<file path="src/rtl/core/phk_pkg.sv">
// Shared widths, codes and status type of the packed Hermitian Kronecker product unit.
package phk_pkg;

    localparam int ORDER_W     = 3;
    localparam int CFG_INDEX_W = 1;
    localparam int LOAD_INDEX_W = 4;
    localparam int PART_W      = 24;
    localparam int ENTRY_W     = 2 * PART_W;
    localparam int PROD_W      = 49;
    localparam int OUT_INDEX_W = 8;
    localparam int IN_DATA_W   = 56;
    localparam int OUT_DATA_W  = 112;
    localparam int IN_USER_W   = 2;

    typedef enum logic [IN_USER_W-1:0] {
        OP_LOAD_FIRST  = 2'd0,
        OP_LOAD_SECOND = 2'd1,
        OP_EMIT        = 2'd2
    } opcode_t;

    typedef enum logic [CFG_INDEX_W-1:0] {
        CFG_M_SIZE = 1'b0,
        CFG_N_SIZE = 1'b1
    } cfg_reg_t;

    typedef struct packed {
        logic [OUT_INDEX_W-1:0] index;
        logic                   conj;
        logic                   last;
    } seq_status_t;

endpackage

</file>
<file path="src/rtl/core/phk_store.sv">
// Register file for one packed lower-triangle matrix, one write and one read port.
module phk_store
    import phk_pkg::*;
#(
    parameter int DEPTH = 10,
    localparam int AW = (DEPTH > 1) ? $clog2(DEPTH) : 1
)
(
    input  logic                    clk,
    input  logic                    wr_en,
    input  logic [LOAD_INDEX_W-1:0] wr_index,
    input  logic [ENTRY_W-1:0]      wr_data,
    input  logic [AW-1:0]           rd_addr,
    output logic [ENTRY_W-1:0]      rd_data
);

    // only entries that a load index can reach are kept
    localparam int STORE_DEPTH = (DEPTH < (1 << LOAD_INDEX_W)) ? DEPTH : (1 << LOAD_INDEX_W);
    localparam int SIW = (STORE_DEPTH > 1) ? $clog2(STORE_DEPTH) : 1;

    logic [ENTRY_W-1:0] mem_reg [STORE_DEPTH];

    always_ff @(posedge clk)
    begin
        if (wr_en && (32'(wr_index) < STORE_DEPTH))
        begin
            mem_reg[wr_index[SIW-1:0]] <= wr_data;
        end
    end

    assign rd_data = (32'(rd_addr) < STORE_DEPTH) ? mem_reg[rd_addr[SIW-1:0]] : '0;

endmodule

</file>
<file path="config.mk">
export PLATFORM = sky130hd
export DESIGN_NAME = phk_store
export DESIGN_NICKNAME = d
export VERILOG_FILES = /design/src/rtl/core/phk_pkg.sv /design/src/rtl/core/phk_store.sv
export SDC_FILE = /design/constraint.sdc
export NUM_CORES = 1
export LEC_CHECK = 0
export ABC_CLOCK_PERIOD_IN_PS = 5300
export BUFFER_PORTS_ARGS = -buffer_cell sky130_fd_sc_hd__buf_2
export CAP_MARGIN = 25
export CORE_MARGIN = 4
export CORE_UTILIZATION = 40
export DETAILED_ROUTE_END_ITERATION = 10
export GPL_TIMING_DRIVEN = 0
export HOLD_SLACK_MARGIN = 0.06
export MAX_ROUTING_LAYER = met4
export PLACE_DENSITY = 0.6
export SLEW_MARGIN = 15
export SYNTH_ARGS = -nofsm -noshare
export SYNTH_HDL_FRONTEND = slang
export SYNTH_SLANG_ARGS = --single-unit
</file>
<file path="constraint.sdc">
create_clock -name clk -period 5.3 [get_ports clk]
set_input_delay 1.06 -clock clk [delete_from_list [all_inputs] [get_ports clk]]
set_output_delay 1.06 -clock clk [all_outputs]
set_load 0.02 [all_outputs]
</file>
==> results.py <==
metrics = {
    "grt": {
        "grt_pass1_wl_mm": 64.9,
        "grt_pass1_vias": 9928,
        "grt_max_degree": 21,
        "antenna_found_initial": 5,
        "grt.overflow.total": 0,
        "grt_usage_pct": 18.0,
    },
    "clocking": {
        "htree_levels": 2,
        "cts-root-buf": "clkbuf_16",
        "cts_tree": "yes",
        "clock_path_buffers": 3,
        "cts.sinks": 480,
        "postCtsSetupBuffers": 0,
        "cts_buffers": 49,
        "hold_buffers": 0,
        "cts_resized": 0,
        "clk_pin_slew_worst_paths_ns": 0.06,
    },
    "die": {
        "ioPinCount": 106,
        "initial_core_util_pct": 40.7,
        "die_w_um": 223,
        "die-area_sq_mm": 0.0499,
        "die_h_um": 223,
        "num_rows": 78,
        "core_sq_mm": 0.0457,
    },
    "synthesis": {
        "synthCells": 943,
        "synth_fa_ha_area_share_pct": 0,
        "ys_seq_area_share_pct": 77.6,
        "synth-seq-cells": 480,
        "yosysUniqueCellTypes": 19,
        "synth_top_family_by_area": "multiplexers",
        "synthesis.nets": 1001,
        "synth_compound_area_share_pct": 5.50,
        "yosysWarningCount": 0,
        "synth_area_sq_mm": 0.0186,
        "synth-simple-area-share_pct": 0.600,
        "synth-xor-area-share_pct": 0,
        "synth.area.mux_share_pct": 14.2,
        "avgSynthCellArea_sq_um": 19.7,
    },
    "timing": {
        "max_freq_mhz": 233,
        "finalHoldViolCount": 0,
        "setup_violations": 0,
        "rsz0062_at_grt": "no",
        "fin_crit_sh_pct": 80.8,
        "relSlewSlack_pct": 39.2,
        "worstMarginPinSlew_ns": 0.912,
        "slew_viol_final": 0,
        "fin_crit_ns": 4.28,
    },
    "setup_path": {
        "cp.arrival_ns": 3.22,
        "path_max_fanout": 10,
        "critical_path_class": "input port to output pin",
        "worstSetupStartpoint": "rd_addr[1]",
        "worstSetupEndpointType": "output pin",
        "startpoint_type": "input port",
        "required_ns": 4.24,
    },
    "placed_design": {
        "io_buffers": 104,
        "gp_congestion": 0.730,
        "placed_cells": 1684,
        "hpwl_mm": 28.0,
    },
    "cells_and_area": {
        "nNetsFinal": 1193,
        "syn_to_final_growth_pct": 18.4,
        "drive_gt1_share_pct": 28.8,
        "finalNonFillerCells": 1777,
        "largest_reg_flops": 480,
    },
    "power_and_ir_drop": {
        "power_w": 0.00806,
        "power_density_mw_per_mm2": 367,
        "peakVddDrop_mv": 0.247,
        "p_leak_nw": 7.26,
    },
    "flow_run": {
        "maxCapViolCount": 0,
    },
    "hold_path": {
        "hold_path.class": "input port to register",
        "min-delay-start": "wr_data[0]",
        "hold_depth": 1,
    },
    "route": {
        "drtIter0Drc": 784,
        "dr_total_vias": 9605,
        "drt_wl_total_mm": 44.0,
        "first_pass_iters": 4,
        "route.detailed.wl_per_inst_um": 24.7,
        "vias_per_cell": 5.41,
        "drcViolationCount": 0,
        "final_antenna_net_count": 0,
    },
    "outcome": {
        "status": "completed",
    },
}
## per-stage QoR
stage	setup TNS, ns	setup slack [ns]	util [%]	hold WS (ns)	instance area (sq um)
after floorplan	0	0.00795	-	1.16	18600
after global placement	-846.41	-3.82	43.4	1.35	19800
after detailed placement	0	0.949	44.8	1.36	20500
after CTS	0	0.944	48.1	0.750	22000
after global routing	0	0.897	48.1	0.773	22000
final	0	1.02	48.1	0.780	22000
## final cells by class
| cell class | count | area (sq um) |
|---|---|---|
| fillers | 3831 | 23700 |
| flip-flops and latches | 480 | 14400 |
| well taps | 600 | 751 |
| clock inverters | 26 | 236 |
| multi-input cells | 406 | 3840 |
| diodes | 5 | 12.5 |
| clock buffers | 62 | 1270 |
| repair buffers | 141 | 1080 |
| plain buffers | 57 | 380 |
## layer usage
| metal | track usage [%] | share of wire, % | vias to the layer above |
|---|---|---|---|
| li1 | - | - | 4311 |
| met4 | 5.13 | 2.1 | 0 |
| met3 | 3.17 | 5.9 | 71 |
| met2 | 27.1 | 46 | 294 |
| met1 | 25.5 | 46 | 4929 |
| met5 | - | 0 | - |
## kinds of logic (layout without fill, tap and decap cells)
kind of cell / count (synthesis) / after routing
DFF: 480 / 480
muxes: 240 / 240
AOI/OAI and AO/OA: 144 / 144
buffers and inverters: 57 / 286
and+or+nand+nor: 22 / 22
other: 0 / 5
## synthesized netlist by cell type (all sizes together)
cell type    n  area [sq um]
buf         40           317
o22ai       96           601
mux2       192          2160
or2          1          6.26
or3b         1          8.76
mux2i       48           480
nor3         3          15.0
edfxtp     480         14400
clkbuf      17          63.8
nand2        3          11.3
nand3b       2          15.0
o32ai       48           420
nand2b       4          25.0
nor2         8          30.0
## cells in the final DEF, fill, tap and decap left out, types with 4 or more instances in the layout
cell type    n
nand2b_1     4
bufinv_16    5
diode_2      5
buf_4       24
clkinv_1    15
mux2_2      89
buf_2      120
mux2_1     103
buf_16       9
nor2_4       7
mux2i_1     48
edfxtp_1   480
o32ai_1     48
buf_12       7
clkbuf_1    30
clkinv_2     6
buf_6       15
clkbuf_16   49
o22ai_1     96
## power breakdown
part	switching (W)	internal, W	leakage, nW
clock	0.00136	0.00193	0.737
sequential	0.0000148	0.00426	4.34
combinational	0.000319	0.000184	2.19
## final timing paths
check	to	slack, ns
worst max-delay path	rd_data[22]	1.02
worst min-delay path	mem_reg[9][0]$_DFFE_PP_	0.78
## critical path, cell delays in order
cell,delay (ns)
buf_2,0.15
nand2_1,0.10
buf_2,0.36
buf_1,0.73
o22ai_1,0.16
o32ai_1,0.41
buf_2,0.24
Power figures use the tool's default switching activity.
