File: config.mk
export PLATFORM = sky130hd
export DESIGN_NAME = phk_seq
export DESIGN_NICKNAME = d
export VERILOG_FILES = /design/src/rtl/core/phk_pkg.sv /design/src/rtl/core/phk_seq.sv
export SDC_FILE = /design/constraint.sdc
export NUM_CORES = 1
export LEC_CHECK = 0
export BUFFER_PORTS_ARGS = -buffer_cell sky130_fd_sc_hd__buf_2
export CAP_MARGIN = 15
export CORE_MARGIN = 5
export CORE_UTILIZATION = 57
export CTS_CLUSTER_SIZE = 14
export DETAILED_ROUTE_END_ITERATION = 10
export GPL_TIMING_DRIVEN = 0
export PLACE_DENSITY = 0.88
export SLEW_MARGIN = 25
export SYNTH_ARGS = -nofsm -noshare
export SYNTH_HDL_FRONTEND = slang
export SYNTH_SLANG_ARGS = --single-unit
File: constraint.sdc
create_clock -name clk -period 3.05 [get_ports clk]
set_input_delay 0.1525 -clock clk [delete_from_list [all_inputs] [get_ports clk]]
set_output_delay 0.1525 -clock clk [all_outputs]
set_load 0.005 [all_outputs]
File: src/rtl/core/phk_pkg.sv
// Shared widths, codes and status type of the packed Hermitian Kronecker product unit.
package phk_pkg;

    localparam int ORDER_W     = 3;
    localparam int CFG_INDEX_W = 1;
    localparam int LOAD_INDEX_W = 4;
    localparam int PART_W      = 24;
    localparam int ENTRY_W     = 2 * PART_W;
    localparam int PROD_W      = 49;
    localparam int OUT_INDEX_W = 8;
    localparam int IN_DATA_W   = 56;
    localparam int OUT_DATA_W  = 112;
    localparam int IN_USER_W   = 2;

    typedef enum logic [IN_USER_W-1:0] {
        OP_LOAD_FIRST  = 2'd0,
        OP_LOAD_SECOND = 2'd1,
        OP_EMIT        = 2'd2
    } opcode_t;

    typedef enum logic [CFG_INDEX_W-1:0] {
        CFG_M_SIZE = 1'b0,
        CFG_N_SIZE = 1'b1
    } cfg_reg_t;

    typedef struct packed {
        logic [OUT_INDEX_W-1:0] index;
        logic                   conj;
        logic                   last;
    } seq_status_t;

endpackage

File: src/rtl/core/phk_seq.sv
// Order registers, position counters and packed address generation.
module phk_seq
    import phk_pkg::*;
#(
    parameter int MAX_M = 4,
    parameter int MAX_N = 4,
    localparam int DEPTH1 = MAX_M * (MAX_M + 1) / 2,
    localparam int DEPTH2 = MAX_N * (MAX_N + 1) / 2,
    localparam int AW1 = (DEPTH1 > 1) ? $clog2(DEPTH1) : 1,
    localparam int AW2 = (DEPTH2 > 1) ? $clog2(DEPTH2) : 1
)
(
    input  logic                   clk,
    input  logic                   rst_n,
    input  logic                   cfg_we,
    input  logic [CFG_INDEX_W-1:0] cfg_index,
    input  logic [ORDER_W-1:0]     cfg_data,
    input  logic                   step,
    output logic [AW1-1:0]         a1,
    output logic [AW2-1:0]         a2,
    output seq_status_t            status
);

    localparam int RW1 = (MAX_M > 1) ? $clog2(MAX_M) : 1;
    localparam int RW2 = (MAX_N > 1) ? $clog2(MAX_N) : 1;
    localparam int MN = MAX_M * MAX_N;
    localparam int TOTAL = MN * (MN + 1) / 2;
    localparam int CNT_W = (TOTAL > 1) ? $clog2(TOTAL) : 1;

    logic [RW1-1:0]   m_top_reg, m_top_next;
    logic [RW2-1:0]   n_top_reg, n_top_next;
    logic [RW1-1:0]   ro_reg, ro_next, co_reg, co_next;
    logic [RW2-1:0]   ri_reg, ri_next, ci_reg, ci_next;
    logic [CNT_W-1:0] cnt_reg, cnt_next;
    logic             conj;
    logic             last;

    assign conj = ci_reg > ri_reg;
    assign last = (ro_reg == m_top_reg) && (co_reg == m_top_reg)
               && (ri_reg == n_top_reg) && (ci_reg == n_top_reg);

    assign a1 = AW1'((int'(ro_reg) * (int'(ro_reg) + 1)) / 2 + int'(co_reg));
    // above the diagonal of the second factor read the mirrored entry
    assign a2 = conj ? AW2'((int'(ci_reg) * (int'(ci_reg) + 1)) / 2 + int'(ri_reg))
                     : AW2'((int'(ri_reg) * (int'(ri_reg) + 1)) / 2 + int'(ci_reg));

    assign status.index = OUT_INDEX_W'(cnt_reg);
    assign status.conj  = conj;
    assign status.last  = last;

    always_comb
    begin
        m_top_next = m_top_reg;
        n_top_next = n_top_reg;
        ro_next    = ro_reg;
        co_next    = co_reg;
        ri_next    = ri_reg;
        ci_next    = ci_reg;
        cnt_next   = cnt_reg;
        if (cfg_we)
        begin
            case (cfg_reg_t'(cfg_index))
                CFG_M_SIZE:
                begin
                    if (cfg_data == '0)
                        m_top_next = '0;
                    else if (int'(cfg_data) > MAX_M)
                        m_top_next = RW1'(MAX_M - 1);
                    else
                        m_top_next = RW1'(cfg_data - ORDER_W'(1));
                end
                CFG_N_SIZE:
                begin
                    if (cfg_data == '0)
                        n_top_next = '0;
                    else if (int'(cfg_data) > MAX_N)
                        n_top_next = RW2'(MAX_N - 1);
                    else
                        n_top_next = RW2'(cfg_data - ORDER_W'(1));
                end
                default:
                begin
                    m_top_next = m_top_reg;
                end
            endcase
            ro_next  = '0;
            co_next  = '0;
            ri_next  = '0;
            ci_next  = '0;
            cnt_next = '0;
        end
        else if (step)
        begin
            if (last)
            begin
                ro_next  = '0;
                co_next  = '0;
                ri_next  = '0;
                ci_next  = '0;
                cnt_next = '0;
            end
            else
            begin
                cnt_next = cnt_reg + CNT_W'(1);
                if ((co_reg == ro_reg) && (ci_reg >= ri_reg))
                begin
                    // end of a result row: start the next one
                    co_next = '0;
                    ci_next = '0;
                    if (ri_reg == n_top_reg)
                    begin
                        ri_next = '0;
                        ro_next = ro_reg + RW1'(1);
                    end
                    else
                    begin
                        ri_next = ri_reg + RW2'(1);
                    end
                end
                else if (ci_reg == n_top_reg)
                begin
                    ci_next = '0;
                    co_next = co_reg + RW1'(1);
                end
                else
                begin
                    ci_next = ci_reg + RW2'(1);
                end
            end
        end
    end

    always_ff @(posedge clk or negedge rst_n)
    begin
        if (!rst_n)
        begin
            m_top_reg <= '0;
            n_top_reg <= '0;
            ro_reg    <= '0;
            co_reg    <= '0;
            ri_reg    <= '0;
            ci_reg    <= '0;
            cnt_reg   <= '0;
        end
        else
        begin
            m_top_reg <= m_top_next;
            n_top_reg <= n_top_next;
            ro_reg    <= ro_next;
            co_reg    <= co_next;
            ri_reg    <= ri_next;
            ci_reg    <= ci_next;
            cnt_reg   <= cnt_next;
        end
    end

endmodule

==> flow_summary.toml, run 1 <==
[place]
post-place-ws_ns = 0.426
dp_hpwl_um = 2770
place_congestion = 0.761
io_buffers = 24

[final_layout]
final_common_cell = "nand2_1"
final_util_pct = 66.6
drive_above_1_share_pct = 16.7
largest_reg_flops = 8
antenna_cells = 0
most-common-layout-cells = "29 x nand2_1, 28 x ha_1, 25 x buf_2"
nets = 274
areaGrowthSynthToFinish_pct = 12.5

[global_route]
antenna_found_initial = 0
grt_pass1_vias = 1517
grt_pass1_wl_um = 6280
grt_max_degree = 21
overflow = 0
grt.total_usage_pct = 18.1

[yosys]
synth_nets = 244
syn_avg_cell_area_um2 = 8.74
synth_top_cell_by_area = "dfrtp_1"
synth_area_leaders = "dfrtp_1 28%, ha_1 20%, nand2_1 6.1%, xor2_1 5.4%, o21ai_0 4.5%"
ys_seq_area_share_pct = 27.9
syn-cell-area_um2 = 1790
synth_ff_type = "dfrtp_1"
synth_cells = 205
synth_top_area_share_pct = 27.9
synth_edf_count = 0
ys_types = 34
async_flop_share_pct = 100
ys_seq_elements = 20
synth_warnings = 0

[critical_path]
cp-end-kind = "primary output"
ff2ff_setup_slack_ns = 1.05
cp_max_fo = 9
worstRegToRegCells = 6
cp.arrival_ns = 2.66
worstReg2RegStart = "ri_reg[1]"
critical_path_required_ns = 2.90
crit_type = "reg -> out"
worstSetupStartpointType = "register"
rr_endpoint = "ro_reg[1]"

[floorplan]
die_width_um = 66.1
die_height_um = 66.1
dieArea_um2 = 4360
io_pins = 26
coreArea_um2 = 3030
rows = 20
start_util_pct = 59.2

[clocking]
clock_latency_ns = 0.30
numClockSinks = 20
htree_levels = 1
cts_setup_buffers = 0
cts_tree = "done"
clk_path_buf_depth = 2
path_clk_slew_ns = 0.11
root_buffer = "clkbuf_4"
cts_made_buffers = 3

[route]
vias = 1527
wl_um = 3490
drtAntennaViolNets = 0
drt_iter0_drc = 48
dr.pass1.iters = 4
drc = 0
wl_per_cell_um = 12.6
via_per_inst = 5.49

[timing]
max_clock_freq_mhz = 356
finalHoldViolCount = 0
rsz0062_at_grt = "false"
worst_clock_skew_ns = 0.00628
max_slew.worst_pin.slew_ns = 0.447
slew_viol_final = 0
worst_slack_ns = 0.241
setup-tns-final_ns = 0
min_period_ns = 2.81
setup_viol = 0
fin_crit_sh_pct = 92.1
slew_headroom_pct = 70.2

[run_status]
status = "finished clean"

[hold_path]
worstHoldEndpoint = "n_top_reg[0]"
hp-class = "in -> reg"
min_path_cells = 3
min-delay-start = "cfg_data[2]"

[power]
p_leak_nw = 1.10
powerDensity_nw_per_um2 = 425
ir_worst_vdd_uv = 361

[flow_run]
cap_violations = 0
-- cell usage after synthesis, drive strengths merged, types with 3 or more instances --
master	count
a21o	7
a21oi	15
a22oi	3
buf	3
clkbuf	3
dfrtp	20
fa	3
ha	28
inv	13
nand2	29
nand3	10
nor2	11
nor4b	3
o21ai	17
o22ai	3
or3	5
or4	4
xnor2	4
xor2	11
-- how the worst max path moves through the flow --
stage               cells past startpoint  slack, ns    end      start
floorplan                               9       0.78  a2[3]  ci_reg[0]
finish                                 10       0.24  a2[3]  ci_reg[0]
global placement                       10       0.52  a2[3]  ci_reg[0]
detailed placement                     10       0.43  a2[3]  ci_reg[0]
CTS                                    10       0.08  a2[3]  ci_reg[0]
global route                           10      0.007  a2[3]  ci_reg[0]
-- logic make-up after synthesis --
family | synth area share [%]
buffers and inverters | 4.47
muxes | 1.12
DFF | 27.9
AOI/OAI and AO/OA | 16.0
adders and majority gates | 22.9
xor gates and xnor gates | 7.33
and+or+nand+nor | 20.3
-- repair_timing --
action / in CTS / in global routing
resized for setup: 0 / 2
hold endpoints to repair: 20 / 0
hold buffers: 1 / 0
endpoints found under the setup margin: 0 / 1
-- per-stage QoR --
step,instance area (µm²),total power [mW],hold slack (ns),instances
final,2020,0.857,0.158,278
after global routing,2020,0.937,0.181,278
after CTS,2010,0.865,0.155,278
after detailed placement,1970,0.707,0.120,273
after global placement,1970,0.687,0.125,273
after floorplan,1790,0.594,-0.143,205
-- layout make-up --
| class | count | area (µm²) |
|---|---|---|
| multi-input combinational | 166 | 1210 |
| fill | 259 | 1010 |
| sequential | 20 | 503 |
| timing repair buffer | 25 | 130 |
| tap | 44 | 55.1 |
| inverter | 13 | 48.8 |
| clock buffer | 4 | 36.3 |
| buffer | 6 | 31.3 |
-- power breakdown --
part,internal [mW],switching [mW]
sequential,0.293,0.0565
combinational,0.158,0.197
clock,0.0727,0.0802
-- routing by layer --
metal	vias up	GRT usage, %	routed length (µm)
met2	38	33.7	1740
met3	6	2.21	142
li1	768	-	-
met1	715	21.5	1560
met5	-	0	0
met4	0	5.33	48
-- worst max-delay path, stage by stage (launching register included) --
cell and delay, ns:
dfrtp_2 0.49, inv_1 0.13, ha_1 0.22, ha_1 0.30
xnor2_1 0.28, ha_1 0.29, a21oi_1 0.16, xor2_1 0.17
nand2_1 0.07, o21ai_0 0.12, buf_2 0.13
No activity file was read; power rests on OpenSTA's default activity.
==> run 2, diff against run 1 <==
--- a/config.mk
+++ b/config.mk
@@ -7,12 +7,14 @@
 export LEC_CHECK = 0
 export BUFFER_PORTS_ARGS = -buffer_cell sky130_fd_sc_hd__buf_2
 export CAP_MARGIN = 15
+export CELL_PAD_IN_SITES_DETAIL_PLACEMENT = 0
+export CELL_PAD_IN_SITES_GLOBAL_PLACEMENT = 1
 export CORE_MARGIN = 5
-export CORE_UTILIZATION = 57
+export CORE_UTILIZATION = 43
 export CTS_CLUSTER_SIZE = 14
 export DETAILED_ROUTE_END_ITERATION = 10
 export GPL_TIMING_DRIVEN = 0
-export PLACE_DENSITY = 0.88
+export PLACE_DENSITY = 0.87
 export SLEW_MARGIN = 25
 export SYNTH_ARGS = -nofsm -noshare
 export SYNTH_HDL_FRONTEND = slang
==> run 2 against run 1 <==
Effect of this change:
- combinational power shrank 2%
- register-to-register slack worse by 0.05 ns
- clock power is 37% higher
- sequential share of layout area shrank 0.41 points
- via count shrank 2.3%
- die area increased by 27%
- worst setup slack got worse by 0.052 ns
- clock-buffer cell count unchanged
- total power increased by 5.4%
- global-route usage down 4.2 points
- clock skew decreased by 0.0020 ns
- critical path depth did not move
- critical endpoint unchanged
- largest cell class unchanged
==> flow_summary.toml, run 2 (synthesized netlist as in run 1, its figures left out) <==
[run_status]
status = "finished clean"

[place]
placedCellCount = 279
dp_hpwl_um = 2730
place_congestion = 0.790
io_buffers = 24

[floorplan]
die_width_um = 74.6
die_height_um = 74.6
rows = 23
start_util_pct = 44.5
coreArea_um2 = 4030
dieArea_um2 = 5560
io_pins = 26

[timing]
rsz0062_at_grt = "false"
hold_ws_ns = 0.192
max_slew.worst_pin.slew_ns = 0.466
setup-tns-final_ns = 0
fin_crit_sh_pct = 93.8
max_clock_freq_mhz = 350
finalHoldViolCount = 0
slew_headroom_pct = 69.0
slew_viol_final = 0
min_period_ns = 2.86
worst_clock_skew_ns = 0.00423
setup_viol = 0

[final_layout]
register_area_um2 = 500
final_common_cell = "nand2_1"
areaGrowthSynthToFinish_pct = 13.8
fillers = 405
drive_above_1_share_pct = 15.8
multi_input_area_um2 = 1210
nets = 274
largest_reg_flops = 8
antenna_cells = 0
instances_no_fill = 284
most-common-layout-cells = "29 x nand2_1, 28 x ha_1, 25 x buf_2"

[clocking]
root_buffer = "clkbuf_8"
clock_latency_ns = 0.26
htree_levels = 1
post_cts_resized = 0
cts_tree = "done"
numClockSinks = 20
path_clk_slew_ns = 0.08
clk_path_buf_depth = 2
cts_made_buffers = 3

[critical_path]
cp_max_fo = 9
worstRegToRegCells = 7
cp-end-kind = "primary output"
crit_type = "reg -> out"
worstSetupStartpointType = "register"
cp.arrival_ns = 2.71
critical_path_required_ns = 2.90

[global_route]
grt_pass1_wl_um = 6070
overflow = 0
grt_pass1_vias = 1411
grt.total_usage_pct = 13.8
grt_max_degree = 21
antenna_found_initial = 0

[route]
dr.pass1.iters = 4
vias = 1492
drt_iter0_drc = 69
drc = 0
via_per_inst = 5.25
wl_um = 3510
wl_per_cell_um = 12.4
drtAntennaViolNets = 0

[hold_path]
min_path_cells = 3
hp-class = "in -> reg"

[flow_run]
cap_violations = 0

[power]
powerDensity_nw_per_um2 = 443
p_leak_nw = 1.11
ir_worst_vdd_uv = 224
run 2: worst paths after layout:
| path | startpoint | to | slack [ns] |
|---|---|---|---|
| worst max-delay path | ci_reg[0] | a2[3] | 0.19 |
| worst min-delay path | cfg_data[2] | m_top_reg[0] | 0.19 |
| worst max register to register | ci_reg[0] | ro_reg[0] | 1.00 |
| worst min register to register | m_top_reg[0] | m_top_reg[0] | 0.54 |
| max in group asynchronous | rst_n | ci_reg[0] | 2.37 |
| min in group asynchronous | rst_n | ro_reg[0] | 0.36 |
run 2: layout make-up:
cell class / instances / share of cell area [%]
sequential: 20 / 24.5
timing repair buffer: 25 / 6.38
multi-input combinational: 166 / 59.4
clock buffer: 4 / 2.70
buffer: 6 / 1.53
inverter: 13 / 2.39
tap: 50 / 3.07
run 2: power breakdown:
part	switching, mW	internal (mW)
clock	0.0944	0.115
sequential	0.0554	0.291
combinational	0.190	0.156
total	0.340	0.563
run 2: metal layers:
metal	global-route usage [%]	vias up	wire length [µm]
li1	-	770	-
met1	18.1	698	1730
met2	22.8	19	1610
met3	2.57	5	128
met4	5.14	0	48
met5	0	-	0
run 2: repair_timing:
action / in CTS / in global routing
hold buffers: 1 / 0
setup endpoints to repair: 0 / 0
endpoints found under the hold margin: 20 / 0
buffers inserted: 0 / 0
run 2: stage by stage:
step / instance area, µm² / power, mW / utilization [%] / worst slack [ns]
floorplan: 1790 / 0.594 / - / 0.777
global placement: 1970 / 0.696 / 49.0 / 0.497
detailed placement: 1970 / 0.701 / 49.0 / 0.442
CTS: 2040 / 0.913 / 50.6 / 0.146
global route: 2040 / 0.975 / 50.6 / 0.0151
finish: 2040 / 0.902 / 50.6 / 0.189
run 2: worst max-delay path, stage by stage, from the launching register on:
cell and delay [ns]:
dfrtp_1 0.55, inv_1 0.15, ha_1 0.22, ha_1 0.30
xnor2_1 0.28, ha_1 0.30, a21oi_1 0.15, xor2_1 0.17
nand2_1 0.06, o21ai_0 0.12, buf_2 0.13
